### src/sv/lchc_ram.sv
module lchc_ram #(
	parameter int WIDTH = 8,
	parameter int DEPTH = 16
) (
	input  logic                     clk,
	input  logic                     we,
	input  logic [$clog2(DEPTH)-1:0] waddr,
	input  logic [WIDTH-1:0]         wdata,
	input  logic [$clog2(DEPTH)-1:0] raddr,
	output logic [WIDTH-1:0]         rdata
);

	logic [WIDTH-1:0] mem_q [DEPTH];

	always_ff @(posedge clk) begin
		if (we) begin
			mem_q[waddr] <= wdata;
		end
		rdata <= mem_q[raddr];
	end

endmodule

### config.mk
export PLATFORM = sky130hd
export DESIGN_NAME = lchc_ram
export DESIGN_NICKNAME = d
export VERILOG_FILES = /design/src/sv/lchc_ram.sv
export SDC_FILE = /design/constraint.sdc
export NUM_CORES = 1
export LEC_CHECK = 0
export ABC_CLOCK_PERIOD_IN_PS = 4900
export BUFFER_PORTS_ARGS = -buffer_cell sky130_fd_sc_hd__buf_2
export CORE_ASPECT_RATIO = 1.75
export CORE_MARGIN = 2
export CORE_UTILIZATION = 35
export DETAILED_ROUTE_END_ITERATION = 10
export GPL_TIMING_DRIVEN = 0
export PLACE_DENSITY = 0.6
export SLEW_MARGIN = 20
export SYNTH_ARGS = -nofsm -noshare
export SYNTH_HDL_FRONTEND = slang
export SYNTH_SLANG_ARGS = --single-unit
### constraint.sdc
create_clock -name clk -period 4.9 [get_ports clk]
set_input_delay 0.245 -clock clk [delete_from_list [all_inputs] [get_ports clk]]
set_output_delay 0.245 -clock clk [all_outputs]
set_load 0.005 [all_outputs]
==> impl_metrics.csv, run 1 <==
group,metric,value,unit
run_status,status,"completed",
critical_path,arrival,1.55,ns
cells_and_area,fillCellCount,1240,
critical_path,crit_path_max_incr_delay,0.66,ns
grt,initial_antenna_violation_count,0,
placed_design,placedInstanceArea,5510,µm²
floorplanning,core_area,14400,µm²
sta,finalHoldViolCount,0,
sta,achievable-frequency,658,MHz
cells_and_area,antenna_cells_inserted,0,
grt,gr-usage-all-layers,14.3,%
job,timing.max_cap.violations,0,
sta,worstMarginPinSlew,0.875,ns
grt,first_global_vias,2520,
clock_network,total_of_cells_resized_after_clock_tree_synthesis,0,
sta,maxSlewViolCount,0,
sta,setup_tns,0,ns
hold_path,hold_path_class,"in2reg",
critical_path,critical_path_cell_count,3,
yosys,synthesis.yosys.warnings,0,
drt,route.detailed.drc,0,
power,clock_power_share,47.5,%
floorplanning,die_w,95.7,µm
critical_path,critPathSlowestCell,"nor2_1",
power,irDropWorstVdd,184,µV
yosys,synth.top_cells.by_area,"edfxtp_1 75%, mux4_2 7.9%, mux4_1 7.1%",
critical_path,worstSetupPathType,"in2reg",
clock_network,post_cts_hold_buffer_count,0,
sta,slew_headroom,41.5,%
yosys,synth_async_sr_flop_share,0,%
cells_and_area,areaGrowthSynthToFinish,18.9,%
floorplanning,pin_count,26,
hold_path,min_delay_path_depth,1,
floorplanning,die_area,15700,µm²
sta,setup_viol,0,
yosys,ys_seq_elements,136,
cells_and_area,finish.net_count,290,
yosys,synth.top_cell.area_share,74.7,%
clock_network,cts.repair_timing.setup_buffer_count,0,
critical_path,timing.critical_path.max_delay_family,"simple AND/OR/NAND/NOR gates",
placed_design,dp.final_hpwl,7030,µm
yosys,synth-edff-count,128,
yosys,synth-seq-area-share,77.8,%
yosys,library_cell_occupying_the_most_area_in_the_post_synthesis_netlist,"edfxtp_1",
yosys,synth_nets,247,
power,power.switching,534,µW
clock_network,cts_root_buffer,"clkbuf_16",
clock_network,clockBufferDepth,2,
power,pwr_density_cell,446,nW/µm²
power,power_frac_seq,47.9,%
power,leakage,0.00204,µW
sta,timing.clock.skew,0.00463,ns
floorplanning,start_util,35.8,%
power,share_comb_of_total_power,4.6,%
clock_network,clock_sink_count,136,
sta,setup_repair_after_global_routing_missed_its_margin,"false",
critical_path,worstSetupEndpointType,"flip-flop",
cells_and_area,layout-drive-gt1-share,30.2,%
sta,post-route-period-util,31.0,%
clock_network,clock_tree_from_tritoncts,"built",
drt,detailroute.via_count,2394,
power,p_total,2730,µW
yosys,synthesis.area,5150,µm²
drt,initialDrtViolationCount,246,
clock_network,path_clk_slew,0.06,ns
power,netSwitchingFraction,19.6,%
floorplanning,row_count,58,
critical_path,crit_path_max_fanout,8,
grt,grt_pass1_wl,15400,µm
critical_path,timing.critical_path.cells,"buf_2, or3b_2, nor2_1",
critical_path,r2r_cells,3,
yosys,synth-main-ff-cell,"edfxtp_1",
drt,detail_route.first_pass.iterations,4,
floorplanning,fp.dieH,164,µm
yosys,number_of_distinct_library_cells_after_synthesis,19,
grt,grt_overflow,0,
placed_design,i_o_buffers,24,
yosys,synthTopCellsByCount,"128 x edfxtp_1, 18 x mux4_2, 16 x a22oi_1",
cells_and_area,final_design_area_no_fill,6120,µm²
critical_path,worst_ep_required_time,4.93,ns
clock_network,cts_htree_levels,4,
grt,grt_start_max_net_pins,17,
critical_path,cp-start-kind,"primary input",
drt,final_antenna_net_count,0,
clock_network,worstSkewPairLatency,0.41,ns
critical_path,critical_path_buf_inv_count,1,
yosys,post-synth-top-count-cell,"edfxtp_1",
drt,post_drt_wl_per_cell,22.1,µm
placed_design,globalplace.congestion,0.750,
sta,period_needed,1.52,ns
clock_network,numCtsBuffers,17,
yosys,syn_area_per_cell,22.5,µm²
power,internal_power,2200,µW
drt,drt-vias-per-instance,5.15,
drt,postRouteWirelength,10300,µm
yosys,gate_count_post_synth,229,
-- kinds of logic (layout without fill, tap and decap cells) --
logic type	Yosys count	after routing	share of synthesized area (%)
flip-flops	136	136	77.8
buffers and inverters	10	66	1.68
AND/OR/NAND/NOR	35	35	3.18
multiplexers	32	32	15.0
AO/OA/AOI/OAI	16	16	2.33
-- layout by cell type, fill, tap and decap left out, drive strengths merged, types with 3 or more instances in the layout --
| master | count |
|---|---|
| edfxtp | 128 |
| mux4 | 32 |
| buf | 31 |
| clkbuf | 17 |
| a22oi | 16 |
| nor2 | 13 |
| nand2 | 9 |
| clkinv | 9 |
| dfxtp | 8 |
| nor3 | 4 |
| bufinv | 4 |
| clkdlybuf4s25 | 3 |
-- per-stage QoR --
stage	instances	util (%)	setup slack, ns	hold slack (ns)
2_1_floorplan	229	-	3.16	0.344
3_3_place_gp	433	38.2	2.59	0.625
3_5_place_dp	433	38.4	2.89	0.624
4_1_cts	465	42.6	3.33	0.230
5_1_grt	465	42.6	3.30	0.234
6_report	465	42.6	3.38	0.231
-- path summary, 6_finish.rpt --
check                                             from                    end  slack, ns
worst max-delay path                          waddr[2]  mem_q[2][6]$_DFFE_PP_       3.38
worst min-delay path                          wdata[6]  mem_q[7][6]$_DFFE_PP_       0.23
worst max register to register   mem_q[2][2]$_DFFE_PP_       rdata[2]$_DFF_P_       3.48
worst min register to register  mem_q[15][1]$_DFFE_PP_       rdata[1]$_DFF_P_       0.69
-- area by class of cell --
type                            instances  area (µm²)  area share (%)
Clock inverter                         15         184            3.00
Multi-Input combinational cell         83        1080            17.6
Timing Repair Buffer                   24         120            1.96
Tap cell                              180         225            3.68
Clock buffer                           17         425            6.95
Buffer                                 10        86.3            1.41
Sequential cell                       136        4000            65.4
-- power by group through the flow --
stage                     sequential, µW  combinational [µW]  clock, µW
after floorplan                     1330                66.0          0
after global placement              1330                 124          0
after detailed placement            1330                 128          0
after CTS                           1310                 128       1310
after global routing                1310                 136       1360
final                               1310                 126       1300
-- per-layer routing --
layer  up-vias  wire length, µm  global-route usage, %
li1       1056                -                      -
met1      1230             3830                   15.7
met3        23              379                   3.83
met2        85             5560                   24.5
met5         -                0                      0
met4         0              498                   8.25
-- registers in the layout, summed over array words and instances, names as in the netlist --
signal and flops:
mem_q 128, rdata 8
-- worst register-to-register path, cell delays in order, from the launching register on --
cell and delay (ns):
edfxtp_1 0.37, mux4_1 0.56, a22oi_1 0.26, nand2_1 0.11
(Power assumes the default switching activity.)
==> run 2: changes to the inputs <==
Settings changed: ABC_CLOCK_PERIOD_IN_PS 4900 to 1400.
Clock period 4.9 ns to 1.4 ns, I/O delays scaled along.
==> impl_metrics.csv, run 2 (same netlist as run 1, synthesis figures left out) <==
group,metric,value,unit
placed_design,globalplace.congestion,0.812,
clock_network,total_of_cells_resized_after_clock_tree_synthesis,3,
run_status,failed_checks,"setup timing",
drt,postRouteWirelength,10300,µm
floorplanning,row_count,58,
job,timing.max_cap.violations,0,
cells_and_area,registers.top_by_ff_count,"mem_q",
critical_path,critPathLaunch,"mem_q[3][4]$_DFFE_PP_",
critical_path,crit_path_max_fanout,1,
cells_and_area,most_common_library_cell_in_the_layout_ignoring_fill_and_taps,"edfxtp_1",
sta,slew_headroom,45.2,%
drt,drt-vias-per-instance,5.07,
critical_path,worstSetupPathType,"reg2reg",
grt,first_global_vias,2504,
clock_network,worstSkewPairLatency,0.41,ns
cells_and_area,finish.net_count,290,
run_status,status,"finished, violations left",
grt,grt_overflow,0,
clock_network,path_clk_slew,0.06,ns
floorplanning,start_util,35.8,%
critical_path,arrival,1.68,ns
critical_path,critical_path.reg2reg.endpoint,"rdata[4]$_DFF_P_",
placed_design,dp.final_hpwl,6980,µm
sta,post-route-period-util,100,%
clock_network,cts_htree_levels,4,
clock_network,clock_tree_from_tritoncts,"built",
floorplanning,die_area,15700,µm²
sta,maxSlewViolCount,0,
critical_path,r2r_cells,3,
sta,finalWorstSetupSlack,-0.00209,ns
grt,grt_start_max_net_pins,17,
drt,detail_route.first_pass.iterations,4,
critical_path,worstSetupEndpointType,"flip-flop",
critical_path,timing.rr.start,"mem_q[3][4]$_DFFE_PP_",
grt,gr-usage-all-layers,14.3,%
drt,initialDrtViolationCount,173,
cells_and_area,layout-drive-gt1-share,34.0,%
drt,post_drt_wl_per_cell,22.1,µm
sta,period_needed,1.40,ns
cells_and_area,antenna_cells_inserted,0,
grt,initial_antenna_violation_count,0,
floorplanning,die_w,95.7,µm
critical_path,reg2reg_setup_slack,-0.002,ns
placed_design,i_o_buffers,24,
cells_and_area,largest_register_ffs,128,
drt,route.detailed.drc,0,
hold_path,hold_path_class,"in2reg",
critical_path,critPathCapture,"rdata[4]$_DFF_P_",
clock_network,numCtsBuffers,17,
power,pwr_density_cell,1530,nW/µm²
sta,setup_viol,1,
cells_and_area,most-common-layout-cells,"128 x edfxtp_1, 27 x buf_2, 21 x mux4_2",
clock_network,cts_root_buffer,"clkbuf_16",
placed_design,pre_cts_ws,-0.432,ns
critical_path,worst_ep_required_time,1.68,ns
floorplanning,fp.dieH,164,µm
clock_network,cts.repair_timing.setup_buffer_count,0,
sta,achievable-frequency,713,MHz
floorplanning,pin_count,26,
sta,finalHoldViolCount,0,
clock_network,clock_sink_count,136,
cells_and_area,leading_registers_by_flop_count,"mem_q (128), rdata (8)",
power,leakage,0.00202,µW
clock_network,post_cts_hold_buffer_count,0,
grt,grt_pass1_wl,15400,µm
sta,setup_tns,-0.00209,ns
power,irDropWorstVdd,666,µV
sta,timing.clock.skew,0.0102,ns
clock_network,clockBufferDepth,2,
drt,final_antenna_net_count,0,
sta,worstMarginPinSlew,0.818,ns
floorplanning,core_area,14400,µm²
critical_path,cp-start-kind,"flip-flop",
cells_and_area,fillCellCount,1239,
cells_and_area,areaGrowthSynthToFinish,18.9,%
drt,detailroute.via_count,2357,
[run 2: changes by cell type in the layout (fill, tap and decap cells not counted), moves of 2 or more]
cell | before | now
nor2_1 | 13 | 11
nor2_2 | 0 | 2
a22oi_1 | 16 | 10
a22oi_2 | 0 | 6
mux4_1 | 14 | 11
mux4_2 | 18 | 21
[run 2: metrics by stage]
| stage | util [%] | area [µm²] | cells | power (µW) | hold WS [ns] |
|---|---|---|---|---|---|
| 2_1_floorplan | - | 5150 | 229 | 4890 | 0.169 |
| 3_3_place_gp | 38.3 | 5500 | 433 | 5090 | 0.450 |
| 3_5_place_dp | 38.4 | 5510 | 433 | 5110 | 0.445 |
| 4_1_cts | 42.4 | 6090 | 465 | 9450 | 0.0505 |
| 5_1_grt | 42.6 | 6120 | 465 | 9690 | 0.0651 |
| 6_report | 42.6 | 6120 | 465 | 9390 | 0.0591 |
[run 2: how the worst min path moves through the flow]
| stage | from | slack, ns | depth (start not counted) | to |
|---|---|---|---|---|
| floorplan | wdata[0] | 0.17 | 0 | mem_q[0][0]$_DFFE_PP_ |
| global placement | rdata[0]$_DFF_P_ | 0.45 | 1 | rdata[0] |
| detailed placement | rdata[5]$_DFF_P_ | 0.44 | 1 | rdata[5] |
| CTS | wdata[1] | 0.05 | 1 | mem_q[1][1]$_DFFE_PP_ |
| global route | wdata[5] | 0.07 | 1 | mem_q[12][5]$_DFFE_PP_ |
| finish | wdata[1] | 0.06 | 1 | mem_q[1][1]$_DFFE_PP_ |
[run 2: report_power, final]
group          total, µW  internal [µW]  switching (µW)
sequential          4570           4550            20.6
clock               4360           2770            1590
combinational        456            188             268
[run 2: layout make-up]
type	count	area, µm²	share of cell area [%]
Multi-Input combinational cell	83	1100	18.0
Timing Repair Buffer	24	120	1.96
Tap cell	180	225	3.68
Sequential cell	136	4000	65.4
Clock inverter	15	159	2.60
Clock buffer	17	425	6.95
Buffer	10	86.3	1.41
[run 2: per-layer routing]
layer	wire [µm]	GRT usage [%]	up-vias
met2	5740	25.0	72
met5	0	0	-
met3	425	2.92	7
li1	-	-	1058
met4	189	6.43	0
met1	3940	16.7	1220
[run 2: worst max-delay path, cell delays in order, from the launching register on]
cell	delay, ns
edfxtp_1	0.37
mux4_2	0.51
a22oi_1	0.29
nand2_1	0.11
==> run 3: changes to the inputs <==
Settings changed: ABC_CLOCK_PERIOD_IN_PS 1400 to 1600, CELL_PAD_IN_SITES_DETAIL_PLACEMENT from default to 0, CELL_PAD_IN_SITES_GLOBAL_PLACEMENT from default to 1, PLACE_DENSITY 0.6 to 0.65.
Clock period 1.4 ns to 1.6 ns, I/O delays scaled along.
==> impl_metrics.csv, run 3 (same netlist as run 1, synthesis figures left out) <==
group,metric,value,unit
drt,post_drt_wl_per_cell,22.0,µm
sta,maxSlewViolCount,0,
hold_path,hold_path_startpoint,"wdata[6]",
critical_path,worst_ep_required_time,1.88,ns
clock_network,cts_htree_levels,4,
critical_path,timing.rr.start,"mem_q[1][0]$_DFFE_PP_",
sta,timing.clock.skew,0.00609,ns
cells_and_area,largest_register_ffs,128,
cells_and_area,finish.net_count,290,
drt,postRouteWirelength,10200,µm
clock_network,post_cts_hold_buffer_count,0,
grt,gr-usage-all-layers,14.5,%
placed_design,dp.final_hpwl,7010,µm
critical_path,r2r_cells,3,
floorplanning,start_util,35.8,%
critical_path,cp-start-kind,"flip-flop",
critical_path,critical_path.reg2reg.endpoint,"rdata[0]$_DFF_P_",
sta,setup_viol,0,
cells_and_area,leading_registers_by_flop_count,"mem_q (128), rdata (8)",
clock_network,numCtsBuffers,17,
cells_and_area,post_layout_nonfiller_instances,464,
run_status,status,"completed",
critical_path,arrival,1.74,ns
cells_and_area,most_common_library_cell_in_the_layout_ignoring_fill_and_taps,"edfxtp_1",
sta,slew_headroom,45.9,%
sta,setup_repair_after_global_routing_missed_its_margin,"false",
clock_network,path_clk_slew,0.06,ns
drt,initialDrtViolationCount,209,
placed_design,i_o_buffers,24,
clock_network,clockBufferDepth,2,
job,timing.max_cap.violations,0,
floorplanning,die_w,95.7,µm
floorplanning,pin_count,26,
floorplanning,row_count,58,
sta,finalHoldViolCount,0,
drt,route.detailed.drc,0,
clock_network,worstSkewPairLatency,0.41,ns
clock_network,clock_sink_count,136,
cells_and_area,registers.top_by_ff_count,"mem_q",
cells_and_area,areaGrowthSynthToFinish,18.4,%
hold_path,hold_path_class,"in2reg",
placed_design,numPlacedInstances,433,
cells_and_area,most-common-layout-cells,"128 x edfxtp_1, 27 x buf_2, 18 x mux4_2",
cells_and_area,antenna_cells_inserted,0,
grt,grt_overflow,0,
hold_path,end_point_of_the_most_critical_hold_path,"mem_q[4][6]$_DFFE_PP_",
hold_path,min_delay_path_depth,1,
sta,setup_tns,0,ns
critical_path,worstSetupPathType,"reg2reg",
floorplanning,die_area,15700,µm²
drt,drt-vias-per-instance,5.09,
critical_path,crit_path_max_fanout,1,
floorplanning,fp.dieH,164,µm
critical_path,worstSetupEndpointType,"flip-flop",
placed_design,globalplace.congestion,0.855,
placed_design,placedInstanceArea,5510,µm²
grt,grt_start_max_net_pins,17,
floorplanning,core_area,14400,µm²
drt,final_antenna_net_count,0,
clock_network,cts_root_buffer,"clkbuf_16",
sta,post-route-period-util,91.1,%
grt,grt_pass1_wl,15300,µm
clock_network,total_of_cells_resized_after_clock_tree_synthesis,0,
critical_path,reg2reg_setup_slack,0.14,ns
power,p_total,8190,µW
sta,period_needed,1.46,ns
cells_and_area,final_design_area_no_fill,6100,µm²
drt,detail_route.first_pass.iterations,4,
power,pwr_density_cell,1340,nW/µm²
cells_and_area,layout-drive-gt1-share,29.9,%
drt,detailroute.via_count,2364,
cells_and_area,fillCellCount,1281,
grt,first_global_vias,2503,
clock_network,clock_tree_from_tritoncts,"built",
sta,achievable-frequency,686,MHz
clock_network,cts.repair_timing.setup_buffer_count,0,
power,irDropWorstVdd,534,µV
grt,initial_antenna_violation_count,0,
power,leakage,0.00202,µW
sta,worstMarginPinSlew,0.809,ns
[run 3: cell types whose count changed in the layout (fill, tap and decap cells not counted)]
cell        previous run  this run
clkbuf_1               0         1
mux4_2                21        18
clkinv_2               5         2
mux4_1                11        14
clkinvlp_4             2         4
a22oi_1               10        16
a22oi_2                6         0
nor2_1                11        13
nor2_2                 2         0
clkinv_1               3         2
[run 3: layout make-up]
class / instances / area, µm² / share of cell area, %
Timing Repair Buffer: 24 / 120 / 1.97
Tap cell: 180 / 225 / 3.69
Clock buffer: 18 / 429 / 7.04
Sequential cell: 136 / 4000 / 65.7
Multi-Input combinational cell: 83 / 1080 / 17.7
Clock inverter: 13 / 155 / 2.54
Buffer: 10 / 86.3 / 1.42
[run 3: metrics by stage]
stage / setup slack, ns / hold slack (ns) / utilization, %
2_1_floorplan: 0.0271 / 0.179 / -
3_3_place_gp: -0.571 / 0.460 / 38.2
3_5_place_dp: -0.164 / 0.455 / 38.4
4_1_cts: 0.159 / 0.0622 / 42.4
5_1_grt: 0.117 / 0.0808 / 42.4
6_report: 0.142 / 0.0740 / 42.4
[run 3: where the power goes]
group / internal (µW) / total, µW / switching (µW)
registers: 3980 / 4000 / 18.4
clock network: 2430 / 3800 / 1370
logic: 159 / 385 / 226
[run 3: worst max path at each step]
| stage | cells past startpoint | startpoint | to | slack, ns |
|---|---|---|---|---|
| 2_1_floorplan | 2 | waddr[2] | mem_q[0][0]$_DFFE_PP_ | 0.03 |
| 3_3_place_gp | 3 | waddr[2] | mem_q[0][1]$_DFFE_PP_ | -0.57 |
| 3_5_place_dp | 3 | waddr[2] | mem_q[3][3]$_DFFE_PP_ | -0.16 |
| 4_1_cts | 3 | mem_q[2][3]$_DFFE_PP_ | rdata[3]$_DFF_P_ | 0.16 |
| 5_1_grt | 3 | mem_q[2][3]$_DFFE_PP_ | rdata[3]$_DFF_P_ | 0.12 |
| 6_report | 3 | mem_q[1][0]$_DFFE_PP_ | rdata[0]$_DFF_P_ | 0.14 |
[run 3: routing by layer]
metal	GRT usage [%]	up-vias	wire length, µm
met3	3.24	18	428
met1	16.5	1216	3750
met2	25.0	72	5640
met5	0	-	0
li1	-	1058	-
met4	7.34	0	372
[run 3: critical path, cell delays in order (launching register included)]
cell and delay, ns:
edfxtp_1 0.35, mux4_1 0.56, a22oi_1 0.31, nand2_1 0.11
